===== config.mk =====
export PLATFORM = sky130hd
export DESIGN_NAME = letterbox_nearest_scaler_map_top
export DESIGN_NICKNAME = d
export VERILOG_FILES = /design/src/hdl/lbsc_pkg.sv /design/src/hdl/lbsc_div.sv /design/src/hdl/lbsc_fit_calc.sv /design/src/hdl/lbsc_axis_pipe.sv /design/src/hdl/letterbox_nearest_scaler_map_top.sv
export SDC_FILE = /design/constraint.sdc
export NUM_CORES = 2
export LEC_CHECK = 0
export BUFFER_PORTS_ARGS = -buffer_cell sky130_fd_sc_hd__buf_2
export CAP_MARGIN = 10
export CORE_MARGIN = 2
export CORE_UTILIZATION = 60
export CTS_CLUSTER_DIAMETER = 60
export DETAILED_ROUTE_END_ITERATION = 6
export PLACE_DENSITY = 0.8
export SYNTH_ARGS = -nofsm -noshare
export SYNTH_HDL_FRONTEND = slang
export SYNTH_SLANG_ARGS = --single-unit

===== constraint.sdc =====
create_clock -name aclk -period 8.7 [get_ports aclk]
set_clock_uncertainty 0.05 [all_clocks]
set_input_delay 0.435 -clock aclk [delete_from_list [all_inputs] [get_ports aclk]]
set_output_delay 0.435 -clock aclk [all_outputs]
set_load 0.02 [all_outputs]

===== src/hdl/lbsc_pkg.sv =====
// Shared constants, types and codes for the letterbox nearest-neighbor coordinate mapper.
// No dependencies; every other file of the block takes its names from here.
`default_nettype none
package lbsc_pkg;

    // Canvas edge length in pixels and largest source dimension honored.
    localparam int CANVAS_SIZE    = 240;
    localparam int MAX_SOURCE_DIM = 4096;

    // Port field widths.
    localparam int CFG_W       = 13;   // src_width / src_height registers
    localparam int CRD_W       = 8;    // canvas_x / canvas_y
    localparam int SRC_W       = 12;   // source_x / source_y
    localparam int IDX_W       = 24;   // source_index
    localparam int S_TDATA_W   = 16;
    localparam int M_TDATA_W   = 48;
    localparam int REG_IDX_W   = 1;

    // Internal widths.
    localparam int DIM_W = $clog2(MAX_SOURCE_DIM + 1);          // clamped dimension
    localparam int FIT_W = $clog2(CANVAS_SIZE);                 // fitted size, offset
    localparam int CAN_W = $clog2(CANVAS_SIZE + 1);             // canvas size itself
    localparam int CMP_W = ((CRD_W > CAN_W) ? CRD_W : CAN_W) + 1;
    localparam int NUM_W = $clog2((CANVAS_SIZE - 1) * MAX_SOURCE_DIM); // d*w + fit/2
    localparam int RK    = NUM_W;                               // reciprocal scale 2^RK
    localparam int RCP_W = RK + 1;
    localparam int FDV_W = $clog2(MAX_SOURCE_DIM * (2 * CANVAS_SIZE - 1) + 1);
    localparam int DV_W  = (FDV_W > RCP_W) ? FDV_W : RCP_W;     // divider dividend
    localparam int DS_W  = DIM_W + 1;                           // divider divisor

    // Pipeline depth: five per-axis stages plus the index / output stage.
    localparam int AX_STG = 5;
    localparam int NSTG   = AX_STG + 1;

    // Register indexes.
    localparam logic [REG_IDX_W-1:0] REG_SRC_WIDTH  = 1'b0;
    localparam logic [REG_IDX_W-1:0] REG_SRC_HEIGHT = 1'b1;

    // Setup sequencer states.
    typedef enum logic [2:0] {
        FC_START,
        FC_FIT_W,
        FC_FIT_H,
        FC_RCP_W,
        FC_RCP_H,
        FC_READY
    } fc_state_t;

    // Per-axis mapping constants derived from the configuration.
    typedef struct packed {
        logic [DIM_W-1:0] side;   // clamped source dimension
        logic [FIT_W-1:0] fit;    // fitted size on the canvas
        logic [FIT_W-1:0] off;    // border width before the fitted area
        logic [RCP_W-1:0] rcp;    // floor(2^RK / fit)
    } axis_cfg_t;

    typedef struct packed {
        logic      ready;
        axis_cfg_t x;
        axis_cfg_t y;
    } map_cfg_t;

endpackage
`default_nettype wire


===== src/hdl/lbsc_div.sv =====
// Radix-2 restoring divider, one quotient bit per cycle, used by the setup sequencer.
// Depends on lbsc_pkg for the operand widths.
`default_nettype none
module lbsc_div (
    input  wire logic                       aclk,
    input  wire logic                       aresetn,
    input  wire logic                       start,
    input  wire logic                       abort,
    input  wire logic [lbsc_pkg::DV_W-1:0]  dividend,
    input  wire logic [lbsc_pkg::DS_W-1:0]  divisor,
    output logic                            done,
    output logic [lbsc_pkg::DV_W-1:0]       quotient
);

    localparam int DV_W  = lbsc_pkg::DV_W;
    localparam int DS_W  = lbsc_pkg::DS_W;
    localparam int CNT_W = $clog2(DV_W);

    logic [DS_W-1:0]  rem_reg, rem_next;
    logic [DV_W-1:0]  quo_reg, quo_next;
    logic [DS_W-1:0]  dsr_reg, dsr_next;
    logic [CNT_W-1:0] cnt_reg, cnt_next;
    logic             busy_reg, busy_next;
    logic             done_reg, done_next;

    logic [DS_W:0]    trial;
    logic [DS_W:0]    diff;
    logic             ge;

    always_comb begin
        trial = {rem_reg, quo_reg[DV_W-1]};
        diff  = trial - {1'b0, dsr_reg};
        ge    = (trial >= {1'b0, dsr_reg});

        rem_next  = rem_reg;
        quo_next  = quo_reg;
        dsr_next  = dsr_reg;
        cnt_next  = cnt_reg;
        busy_next = busy_reg;
        done_next = 1'b0;

        if (abort) begin
            busy_next = 1'b0;
        end else if (start) begin
            rem_next  = '0;
            quo_next  = dividend;
            dsr_next  = divisor;
            cnt_next  = '0;
            busy_next = 1'b1;
        end else if (busy_reg) begin
            rem_next = ge ? diff[DS_W-1:0] : trial[DS_W-1:0];
            quo_next = {quo_reg[DV_W-2:0], ge};
            cnt_next = cnt_reg + CNT_W'(1);
            if (cnt_reg == CNT_W'(DV_W - 1)) begin
                busy_next = 1'b0;
                done_next = 1'b1;
            end
        end
    end

    always_ff @(posedge aclk) begin
        if (!aresetn) begin
            busy_reg <= 1'b0;
            done_reg <= 1'b0;
            cnt_reg  <= '0;
        end else begin
            busy_reg <= busy_next;
            done_reg <= done_next;
            cnt_reg  <= cnt_next;
        end
        rem_reg <= rem_next;
        quo_reg <= quo_next;
        dsr_reg <= dsr_next;
    end

    assign done     = done_reg;
    assign quotient = quo_reg;

endmodule
`default_nettype wire


===== src/hdl/lbsc_fit_calc.sv =====
// Configuration registers and setup sequencer: fitted sizes, offsets and reciprocals.
// Depends on lbsc_pkg and lbsc_div.
`default_nettype none
module lbsc_fit_calc (
    input  wire logic                            aclk,
    input  wire logic                            aresetn,
    input  wire logic                            cfg_we,
    input  wire logic [lbsc_pkg::REG_IDX_W-1:0]  cfg_index,
    input  wire logic [lbsc_pkg::CFG_W-1:0]      cfg_wdata,
    output lbsc_pkg::map_cfg_t                   map_cfg
);

    localparam int CFG_W = lbsc_pkg::CFG_W;
    localparam int DIM_W = lbsc_pkg::DIM_W;
    localparam int FIT_W = lbsc_pkg::FIT_W;
    localparam int CAN_W = lbsc_pkg::CAN_W;
    localparam int RCP_W = lbsc_pkg::RCP_W;
    localparam int DV_W  = lbsc_pkg::DV_W;
    localparam int DS_W  = lbsc_pkg::DS_W;
    localparam logic [DV_W-1:0] RCP_ONE = DV_W'(1) << lbsc_pkg::RK;

    lbsc_pkg::fc_state_t state_reg, state_next;
    logic             issued_reg, issued_next;
    logic [CFG_W-1:0] srcw_reg, srcw_next;
    logic [CFG_W-1:0] srch_reg, srch_next;
    logic [DIM_W-1:0] w_reg, w_next;
    logic [DIM_W-1:0] h_reg, h_next;
    logic [DIM_W-1:0] m_reg, m_next;
    logic [FIT_W-1:0] nw_reg, nw_next;
    logic [FIT_W-1:0] nh_reg, nh_next;
    logic [FIT_W-1:0] offw_reg, offw_next;
    logic [FIT_W-1:0] offh_reg, offh_next;
    logic [RCP_W-1:0] rcpw_reg, rcpw_next;
    logic [RCP_W-1:0] rcph_reg, rcph_next;

    logic             div_start;
    logic             div_done;
    logic [DV_W-1:0]  div_dvd;
    logic [DS_W-1:0]  div_dvs;
    logic [DV_W-1:0]  div_quo;
    logic [DIM_W-1:0] wc, hc;
    logic [FIT_W-1:0] fitq;
    logic [FIT_W-1:0] fitoff;

    function automatic logic [DIM_W-1:0] clamp_dim(input logic [CFG_W-1:0] raw);
        logic [DIM_W-1:0] d;
        if (raw == '0) begin
            d = DIM_W'(1);
        end else if (raw > CFG_W'(lbsc_pkg::MAX_SOURCE_DIM)) begin
            d = DIM_W'(lbsc_pkg::MAX_SOURCE_DIM);
        end else begin
            d = DIM_W'(raw);
        end
        return d;
    endfunction

    lbsc_div u_div (
        .aclk     (aclk),
        .aresetn  (aresetn),
        .start    (div_start),
        .abort    (cfg_we),
        .dividend (div_dvd),
        .divisor  (div_dvs),
        .done     (div_done),
        .quotient (div_quo)
    );

    // fit = max(1, quotient); offset = (canvas - fit) / 2
    always_comb begin
        fitq   = (div_quo == '0) ? FIT_W'(1) : div_quo[FIT_W-1:0];
        fitoff = FIT_W'((CAN_W'(lbsc_pkg::CANVAS_SIZE) - CAN_W'(fitq)) >> 1);
        wc     = clamp_dim(srcw_reg);
        hc     = clamp_dim(srch_reg);
    end

    always_comb begin
        state_next  = state_reg;
        issued_next = issued_reg;
        srcw_next   = srcw_reg;
        srch_next   = srch_reg;
        w_next      = w_reg;
        h_next      = h_reg;
        m_next      = m_reg;
        nw_next     = nw_reg;
        nh_next     = nh_reg;
        offw_next   = offw_reg;
        offh_next   = offh_reg;
        rcpw_next   = rcpw_reg;
        rcph_next   = rcph_reg;
        div_start   = 1'b0;
        div_dvd     = '0;
        div_dvs     = '0;

        case (state_reg)
            lbsc_pkg::FC_START: begin
                w_next     = wc;
                h_next     = hc;
                m_next     = (wc > hc) ? wc : hc;
                state_next = lbsc_pkg::FC_FIT_W;
            end
            lbsc_pkg::FC_FIT_W: begin
                // (2*w*(canvas-1) + m) / (2*m): round half up
                div_dvd = DV_W'(w_reg) * DV_W'(2 * (lbsc_pkg::CANVAS_SIZE - 1))
                          + DV_W'(m_reg);
                div_dvs = {m_reg, 1'b0};
                if (!issued_reg) begin
                    div_start   = 1'b1;
                    issued_next = 1'b1;
                end else if (div_done) begin
                    nw_next     = fitq;
                    offw_next   = fitoff;
                    issued_next = 1'b0;
                    state_next  = lbsc_pkg::FC_FIT_H;
                end
            end
            lbsc_pkg::FC_FIT_H: begin
                div_dvd = DV_W'(h_reg) * DV_W'(2 * (lbsc_pkg::CANVAS_SIZE - 1))
                          + DV_W'(m_reg);
                div_dvs = {m_reg, 1'b0};
                if (!issued_reg) begin
                    div_start   = 1'b1;
                    issued_next = 1'b1;
                end else if (div_done) begin
                    nh_next     = fitq;
                    offh_next   = fitoff;
                    issued_next = 1'b0;
                    state_next  = lbsc_pkg::FC_RCP_W;
                end
            end
            lbsc_pkg::FC_RCP_W: begin
                div_dvd = RCP_ONE;
                div_dvs = DS_W'(nw_reg);
                if (!issued_reg) begin
                    div_start   = 1'b1;
                    issued_next = 1'b1;
                end else if (div_done) begin
                    rcpw_next   = div_quo[RCP_W-1:0];
                    issued_next = 1'b0;
                    state_next  = lbsc_pkg::FC_RCP_H;
                end
            end
            lbsc_pkg::FC_RCP_H: begin
                div_dvd = RCP_ONE;
                div_dvs = DS_W'(nh_reg);
                if (!issued_reg) begin
                    div_start   = 1'b1;
                    issued_next = 1'b1;
                end else if (div_done) begin
                    rcph_next   = div_quo[RCP_W-1:0];
                    issued_next = 1'b0;
                    state_next  = lbsc_pkg::FC_READY;
                end
            end
            lbsc_pkg::FC_READY: begin
                state_next = lbsc_pkg::FC_READY;
            end
            default: begin
                state_next  = lbsc_pkg::FC_START;
                issued_next = 1'b0;
            end
        endcase

        // Any write restarts the setup from the top.
        if (cfg_we) begin
            if (cfg_index == lbsc_pkg::REG_SRC_WIDTH) begin
                srcw_next = cfg_wdata;
            end
            if (cfg_index == lbsc_pkg::REG_SRC_HEIGHT) begin
                srch_next = cfg_wdata;
            end
            state_next  = lbsc_pkg::FC_START;
            issued_next = 1'b0;
        end
    end

    always_ff @(posedge aclk) begin
        if (!aresetn) begin
            state_reg  <= lbsc_pkg::FC_START;
            issued_reg <= 1'b0;
            srcw_reg   <= CFG_W'(240);
            srch_reg   <= CFG_W'(240);
        end else begin
            state_reg  <= state_next;
            issued_reg <= issued_next;
            srcw_reg   <= srcw_next;
            srch_reg   <= srch_next;
        end
        w_reg    <= w_next;
        h_reg    <= h_next;
        m_reg    <= m_next;
        nw_reg   <= nw_next;
        nh_reg   <= nh_next;
        offw_reg <= offw_next;
        offh_reg <= offh_next;
        rcpw_reg <= rcpw_next;
        rcph_reg <= rcph_next;
    end

    always_comb begin
        map_cfg.ready  = (state_reg == lbsc_pkg::FC_READY);
        map_cfg.x.side = w_reg;
        map_cfg.x.fit  = nw_reg;
        map_cfg.x.off  = offw_reg;
        map_cfg.x.rcp  = rcpw_reg;
        map_cfg.y.side = h_reg;
        map_cfg.y.fit  = nh_reg;
        map_cfg.y.off  = offh_reg;
        map_cfg.y.rcp  = rcph_reg;
    end

endmodule
`default_nettype wire


===== src/hdl/lbsc_axis_pipe.sv =====
// Five-stage per-axis mapper: border test, numerator, reciprocal multiply,
// remainder check, rounding correction and clamp. Depends on lbsc_pkg.
`default_nettype none
module lbsc_axis_pipe (
    input  wire logic                           aclk,
    input  wire logic [lbsc_pkg::AX_STG-1:0]    en,
    input  wire logic [lbsc_pkg::CRD_W-1:0]     coord,
    input  wire lbsc_pkg::axis_cfg_t            acfg,
    output logic                                in_area,
    output logic [lbsc_pkg::DIM_W-1:0]          src
);

    localparam int DIM_W = lbsc_pkg::DIM_W;
    localparam int FIT_W = lbsc_pkg::FIT_W;
    localparam int CMP_W = lbsc_pkg::CMP_W;
    localparam int NUM_W = lbsc_pkg::NUM_W;
    localparam int RCP_W = lbsc_pkg::RCP_W;
    localparam int RK    = lbsc_pkg::RK;

    logic             ins1_reg, ins1_next;
    logic [FIT_W-1:0] d1_reg, d1_next;
    logic             ins2_reg;
    logic [NUM_W-1:0] n2_reg, n2_next;
    logic             ins3_reg;
    logic [NUM_W-1:0] n3_reg;
    logic [DIM_W-1:0] q3_reg, q3_next;
    logic             ins4_reg;
    logic [NUM_W-1:0] r4_reg, r4_next;
    logic [DIM_W-1:0] q4_reg;
    logic             ins5_reg;
    logic [DIM_W-1:0] s5_reg, s5_next;

    logic [CMP_W-1:0]         c_ext;
    logic [DIM_W+FIT_W-1:0]   dw_prod;
    logic [NUM_W+RCP_W-1:0]   rcp_prod;
    logic [DIM_W+FIT_W-1:0]   back_prod;
    logic [DIM_W-1:0]         q_inc;
    logic [DIM_W-1:0]         side_m1;

    always_comb begin
        // stage 1: inside the fitted span, offset removed
        c_ext     = CMP_W'(coord);
        ins1_next = (c_ext >= CMP_W'(acfg.off)) &&
                    (c_ext < (CMP_W'(acfg.off) + CMP_W'(acfg.fit)));
        d1_next   = FIT_W'(coord - CMP_W'(acfg.off));

        // stage 2: d*side + fit/2
        dw_prod = d1_reg * acfg.side;
        n2_next = dw_prod[NUM_W-1:0] + NUM_W'(acfg.fit >> 1);

        // stage 3: estimate, low by at most one
        rcp_prod = n2_reg * acfg.rcp;
        q3_next  = rcp_prod[RK +: DIM_W];

        // stage 4: remainder of the estimate
        back_prod = q3_reg * acfg.fit;
        r4_next   = n3_reg - back_prod[NUM_W-1:0];

        // stage 5: correct and clamp to side-1
        q_inc   = (r4_reg >= NUM_W'(acfg.fit)) ? (q4_reg + DIM_W'(1)) : q4_reg;
        side_m1 = acfg.side - DIM_W'(1);
        s5_next = (q_inc > side_m1) ? side_m1 : q_inc;
    end

    always_ff @(posedge aclk) begin
        if (en[0]) begin
            ins1_reg <= ins1_next;
            d1_reg   <= d1_next;
        end
        if (en[1]) begin
            ins2_reg <= ins1_reg;
            n2_reg   <= n2_next;
        end
        if (en[2]) begin
            ins3_reg <= ins2_reg;
            n3_reg   <= n2_reg;
            q3_reg   <= q3_next;
        end
        if (en[3]) begin
            ins4_reg <= ins3_reg;
            r4_reg   <= r4_next;
            q4_reg   <= q3_reg;
        end
        if (en[4]) begin
            ins5_reg <= ins4_reg;
            s5_reg   <= s5_next;
        end
    end

    assign in_area = ins5_reg;
    assign src     = s5_reg;

endmodule
`default_nettype wire


===== src/hdl/letterbox_nearest_scaler_map_top.sv =====
// Top level of the letterbox nearest-neighbor coordinate mapper.
// Depends on lbsc_pkg, lbsc_fit_calc, lbsc_axis_pipe.
//
// Usage:
//  - s_ channel: one canvas coordinate per transfer, s_tdata = {canvas_y, canvas_x}.
//  - m_ channel: one result per input transfer, in order. m_tuser is the inside
//    flag (0 on the black border); m_tdata = {source_index, source_y, source_x},
//    all zero on the border.
//  - cfg_we / cfg_index / cfg_wdata: write src_width (index 0) or src_height
//    (index 1); values 0 and above 4096 act as 1 and 4096.
//  - Throughput: one transfer per clock once setup is done and while m_tready
//    is high. Every stage has a valid bit and a stall only holds stages that
//    carry data, so bubbles close up. Six register stages (border test,
//    numerator, reciprocal multiply, remainder, correction/clamp, linear
//    index) lie between an input transfer and its result on m_tvalid.
//  - Setup: after reset and after every register write the shared bit-serial
//    divider runs four divisions (two fitted sizes, two reciprocals) in turn,
//    and s_tready stays low until all four are done. Writes are taken
//    at any time and restart the setup.
//  - Stall: with m_tready low the output register holds its result, the stages
//    behind it fill, and s_tready falls once the pipeline is full.
//  - Reset (aresetn low, synchronous) empties the pipeline and loads 240 x 240.
`default_nettype none
module letterbox_nearest_scaler_map_top (
    input  wire logic                               aclk,
    input  wire logic                               aresetn,
    // s_tdata: [7:0] canvas_x, [15:8] canvas_y
    input  wire logic                               s_tvalid,
    output logic                                    s_tready,
    input  wire logic [lbsc_pkg::S_TDATA_W-1:0]     s_tdata,
    // m_tdata: [11:0] source_x, [23:12] source_y, [47:24] source_index
    // m_tuser: [0] inside_res
    output logic                                    m_tvalid,
    input  wire logic                               m_tready,
    output logic [lbsc_pkg::M_TDATA_W-1:0]          m_tdata,
    output logic [0:0]                              m_tuser,
    input  wire logic                               cfg_we,
    input  wire logic [lbsc_pkg::REG_IDX_W-1:0]     cfg_index,
    input  wire logic [lbsc_pkg::CFG_W-1:0]         cfg_wdata
);

    localparam int NSTG   = lbsc_pkg::NSTG;
    localparam int AX_STG = lbsc_pkg::AX_STG;
    localparam int CRD_W  = lbsc_pkg::CRD_W;
    localparam int DIM_W  = lbsc_pkg::DIM_W;
    localparam int SRC_W  = lbsc_pkg::SRC_W;
    localparam int IDX_W  = lbsc_pkg::IDX_W;

    lbsc_pkg::map_cfg_t map_cfg;

    logic [NSTG-1:0]  v_reg, v_next;
    logic [NSTG-1:0]  en;

    logic             insx, insy;
    logic [DIM_W-1:0] sx, sy;

    logic             ins6_reg, ins6_next;
    logic [SRC_W-1:0] sx6_reg, sx6_next;
    logic [SRC_W-1:0] sy6_reg, sy6_next;
    logic [IDX_W-1:0] idx6_reg, idx6_next;
    logic [2*DIM_W-1:0] row_prod;
    logic [2*DIM_W-1:0] idx_sum;

    lbsc_fit_calc u_fit (
        .aclk      (aclk),
        .aresetn   (aresetn),
        .cfg_we    (cfg_we),
        .cfg_index (cfg_index),
        .cfg_wdata (cfg_wdata),
        .map_cfg   (map_cfg)
    );

    lbsc_axis_pipe u_axis_x (
        .aclk    (aclk),
        .en      (en[AX_STG-1:0]),
        .coord   (s_tdata[CRD_W-1:0]),
        .acfg    (map_cfg.x),
        .in_area (insx),
        .src     (sx)
    );

    lbsc_axis_pipe u_axis_y (
        .aclk    (aclk),
        .en      (en[AX_STG-1:0]),
        .coord   (s_tdata[2*CRD_W-1:CRD_W]),
        .acfg    (map_cfg.y),
        .in_area (insy),
        .src     (sy)
    );

    // Stage enables: a stage loads when empty or when its successor moves.
    always_comb begin
        en[NSTG-1] = !v_reg[NSTG-1] || m_tready;
        for (int i = NSTG - 2; i >= 0; i--) begin
            en[i] = !v_reg[i] || en[i+1];
        end
        s_tready = map_cfg.ready && en[0];

        v_next[0] = en[0] ? (s_tvalid && s_tready) : v_reg[0];
        for (int i = 1; i < NSTG; i++) begin
            v_next[i] = en[i] ? v_reg[i-1] : v_reg[i];
        end
    end

    // Output stage: linear index, border zeroing.
    always_comb begin
        row_prod  = sy * map_cfg.x.side;
        idx_sum   = row_prod + (2*DIM_W)'(sx);
        ins6_next = insx && insy;
        sx6_next  = ins6_next ? sx[SRC_W-1:0] : '0;
        sy6_next  = ins6_next ? sy[SRC_W-1:0] : '0;
        idx6_next = ins6_next ? idx_sum[IDX_W-1:0] : '0;
    end

    always_ff @(posedge aclk) begin
        if (!aresetn) begin
            v_reg <= '0;
        end else begin
            v_reg <= v_next;
        end
        if (en[NSTG-1]) begin
            ins6_reg <= ins6_next;
            sx6_reg  <= sx6_next;
            sy6_reg  <= sy6_next;
            idx6_reg <= idx6_next;
        end
    end

    assign m_tvalid = v_reg[NSTG-1];
    assign m_tdata  = {idx6_reg, sy6_reg, sx6_reg};
    assign m_tuser  = ins6_reg;

endmodule
`default_nettype wire

==> out/metrics.yaml <==
setup_path:
  crit_top_cell: "fa_1"
  critical_path_required_ns: 9.09
  cpPeakStageDelay_ns: 0.90
  worst_ep_arrival_time_ns: 8.26
  slowest_stage: "edfxtp_1"
  crit_type: "reg2reg"
  reg2reg_slack_ns: 0.83
  critPathBufInv: 4
  path_cells: "and2_1 > fa_1 > fa_1 > inv_1 > fa_1 > inv_1 > fa_1 > fa_1 > fa_1 > inv_1 > fa_1 > inv_1 > ha_1 > a21oi_1 > o211ai_1 > o32ai_1 > nor2_1 > a31oi_1 > o311ai_1 > and2_1 > a21o_1 > a21oi_1 > xnor2_1"
  startpoint_type: "flop"
  crit_path_end_kind: "flop"
  critPathMaxFanout: 22
  path_delay_family: "adder cells"
min_path:
  hold_class: "in2reg"
logic_synthesis:
  syn_area_um2: 69600
  synthCells: 7096
  yosysWarnings: 0
  yosysMostFrequentCell: "inv_1"
  synth_nets: 9013
  yosysSeqAreaShare_pct: 19.9
  ys_types: 79
  async_flop_share_pct: 0
  yosys.area.top_type: "fa_1"
  syn_area_per_cell_um2: 9.81
  synth_commonest_cells: "inv_1, fa_1, nand2_1"
  synth.ff_latch_count: 476
  synthTopCellsByArea: "fa_1, edfxtp_1, ha_1, inv_1, and2_1"
  yosysTopAreaCellShare_pct: 33.7
  synth_ff_type: "edfxtp_1"
  synth_edf_count: 433
grt:
  use_met2_pct: 50.0
  grt_first_pass_wirelength_mm: 279
  gr-usage-all-layers_pct: 30.0
  antenna_found_initial: 4
  grt_max_degree: 69
  use_met3_pct: 4.90
  grtUsageMet1_pct: 39.6
  overflow: 0
  first_global_vias: 52800
  grt-busiest-layer: "met2"
timing:
  fin_crit_sh_pct: 90.5
  setup_ws_ns: 0.826
  tightestPinTransition_ns: 1.18
  relSlewSlack_pct: 20.7
  finalMaxSlewViolations: 0
  fin_crit_ns: 7.87
  setup_tns_ns: 0
  setup_viol: 0
  max_freq_ghz: 0.127
  rsz0062_at_grt: "false"
  final-hold-violation-count: 0
clocking:
  cts_resized: 0
  clock_latency_ns: 0.68
  cts_root_buf: "clkbuf_16"
  cts_made_buffers: 60
  htreeDepth: 2
  cts_setup_buffers: 0
  cts_sinks: 476
  clk_path_buf_depth: 3
  clkTransAtPathRegs_ns: 0.07
  cts_tree: "built"
placed_design:
  hpwl_mm: 134
  place_ws_ns: 0.823
  numPortBuffers: 85
  gp_congestion: 0.935
drt:
  vias: 49300
  routed_wl_mm: 170
  viasPerCell: 5.74
  ant_nets: 0
  drc: 0
  wl_per_cell_um: 19.8
  drtPass1Iterations: 6
  drt_iter0_markers: 4064
cells_and_area:
  drive_above_1_share_pct: 3.81
  largest_reg_flops: 24
  nNetsFinal: 8956
  num-fill-cells: 8853
  area_growth_pct: 5.70
run:
  drv_cap: 0
floorplan:
  core_um2: 115000
  rows: 124
  dieArea_um2: 119000
  die_h_um: 345
  ioPinCount: 86
  die_w_um: 345
  start_util_pct: 60.7
run_status:
  status: "complete, no violations"
==> cell type report <==
type	count	area (µm²)	area share (%)
Multi-Input combinational cell	4889	49300	66.9
Antenna cell	3	7.51	0.0102
Clock inverter	43	490	0.666
Clock buffer	69	1640	2.23
Sequential cell	476	13900	18.8
Tap cell	1512	1890	2.57
Inverter	1463	5490	7.46
Timing Repair Buffer	149	941	1.28
==> cells in the final DEF, fill, tap and decap left out, types with 8 or more instances in the layout <==
master,instances
nor2b_1,57
edfxtp_1,433
dfxtp_1,43
clkbuf_16,65
nand2b_1,32
and3_1,51
nand2_1,969
clkinv_4,8
nand3_1,62
and2_1,615
xnor2_1,191
dlygate4sd3_1,14
o21bai_1,19
o21ai_1,50
a22oi_1,11
a211oi_1,22
mux2i_1,39
nor2_1,174
fa_1,1171
o211ai_1,11
mux2_1,13
o21a_1,39
buf_2,85
a21boi_1,8
mux2_2,8
nor3b_1,8
a31oi_1,19
inv_6,8
xor2_1,92
inv_1,1458
ha_1,711
o21ai_0,63
nor4_1,12
a21oi_1,150
nand4_1,33
buf_4,50
a21o_1,65
nor3_1,67
o31ai_1,8
or3_1,14
==> worst paths after layout <==
check                      from                 end  depth (start not counted)
max          u_axis_x.n2_reg[3]  u_axis_x.q3_reg[9]                         23
min reg2reg   u_axis_y.ins3_reg   u_axis_y.ins4_reg                          0
max reg2reg  u_axis_x.n2_reg[3]  u_axis_x.q3_reg[9]                         23
min               cfg_wdata[12]  u_fit.srcw_reg[12]                          3
==> layer usage <==
layer	wire length, µm	vias to the layer above
li1	-	21800
met1	66200	24900
met2	82200	2160
met3	14600	464
met4	7360	0
met5	0	-
==> repair_timing <==
action / in CTS / in global routing
setup endpoints to repair: 0 / 0
hold buffers: 14 / 0
endpoints found under the hold margin: 25 / 0
==> kinds of logic after synthesis <==
| group | after synthesis | synth area share [%] |
|---|---|---|
| simple gates | 2128 | 14.9 |
| compound gates | 536 | 4.98 |
| mux | 60 | 0.900 |
| flops | 476 | 19.9 |
| fa+ha+maj | 1882 | 46.4 |
| buf+inv | 1731 | 9.34 |
| xor+xnor | 283 | 3.56 |
==> worst reg2reg max path, stage by stage, from the launching register on <==
cell and delay, ns:
edfxtp_1 0.90, and2_1 0.27, fa_1 0.44, fa_1 0.51, inv_1 0.05, fa_1 0.49, inv_1 0.06, fa_1 0.49
fa_1 0.53, fa_1 0.51, inv_1 0.05, fa_1 0.47, inv_1 0.04, ha_1 0.29, a21oi_1 0.26, o211ai_1 0.17
o32ai_1 0.53, nor2_1 0.13, a31oi_1 0.48, o311ai_1 0.24, and2_1 0.21, a21o_1 0.20, a21oi_1 0.18, xnor2_1 0.09
==> stage by stage <==
| step | utilization (%) | instances | hold slack, ns | instance area, µm² |
|---|---|---|---|---|
| 2_1_floorplan | - | 7096 | 0.350 | 69600 |
| 3_3_place_gp | 62.2 | 8474 | 0.354 | 71300 |
| 3_5_place_dp | 62.2 | 8474 | 0.356 | 71300 |
| 4_1_cts | 64.2 | 8600 | 0.00125 | 73600 |
| 5_1_grt | 64.2 | 8601 | 0.0243 | 73600 |
| 6_report | 64.2 | 8604 | 0.0307 | 73600 |
Power is not shown: default switching activity piles up to over one toggle a cycle in this logic, so the estimate is an artifact.
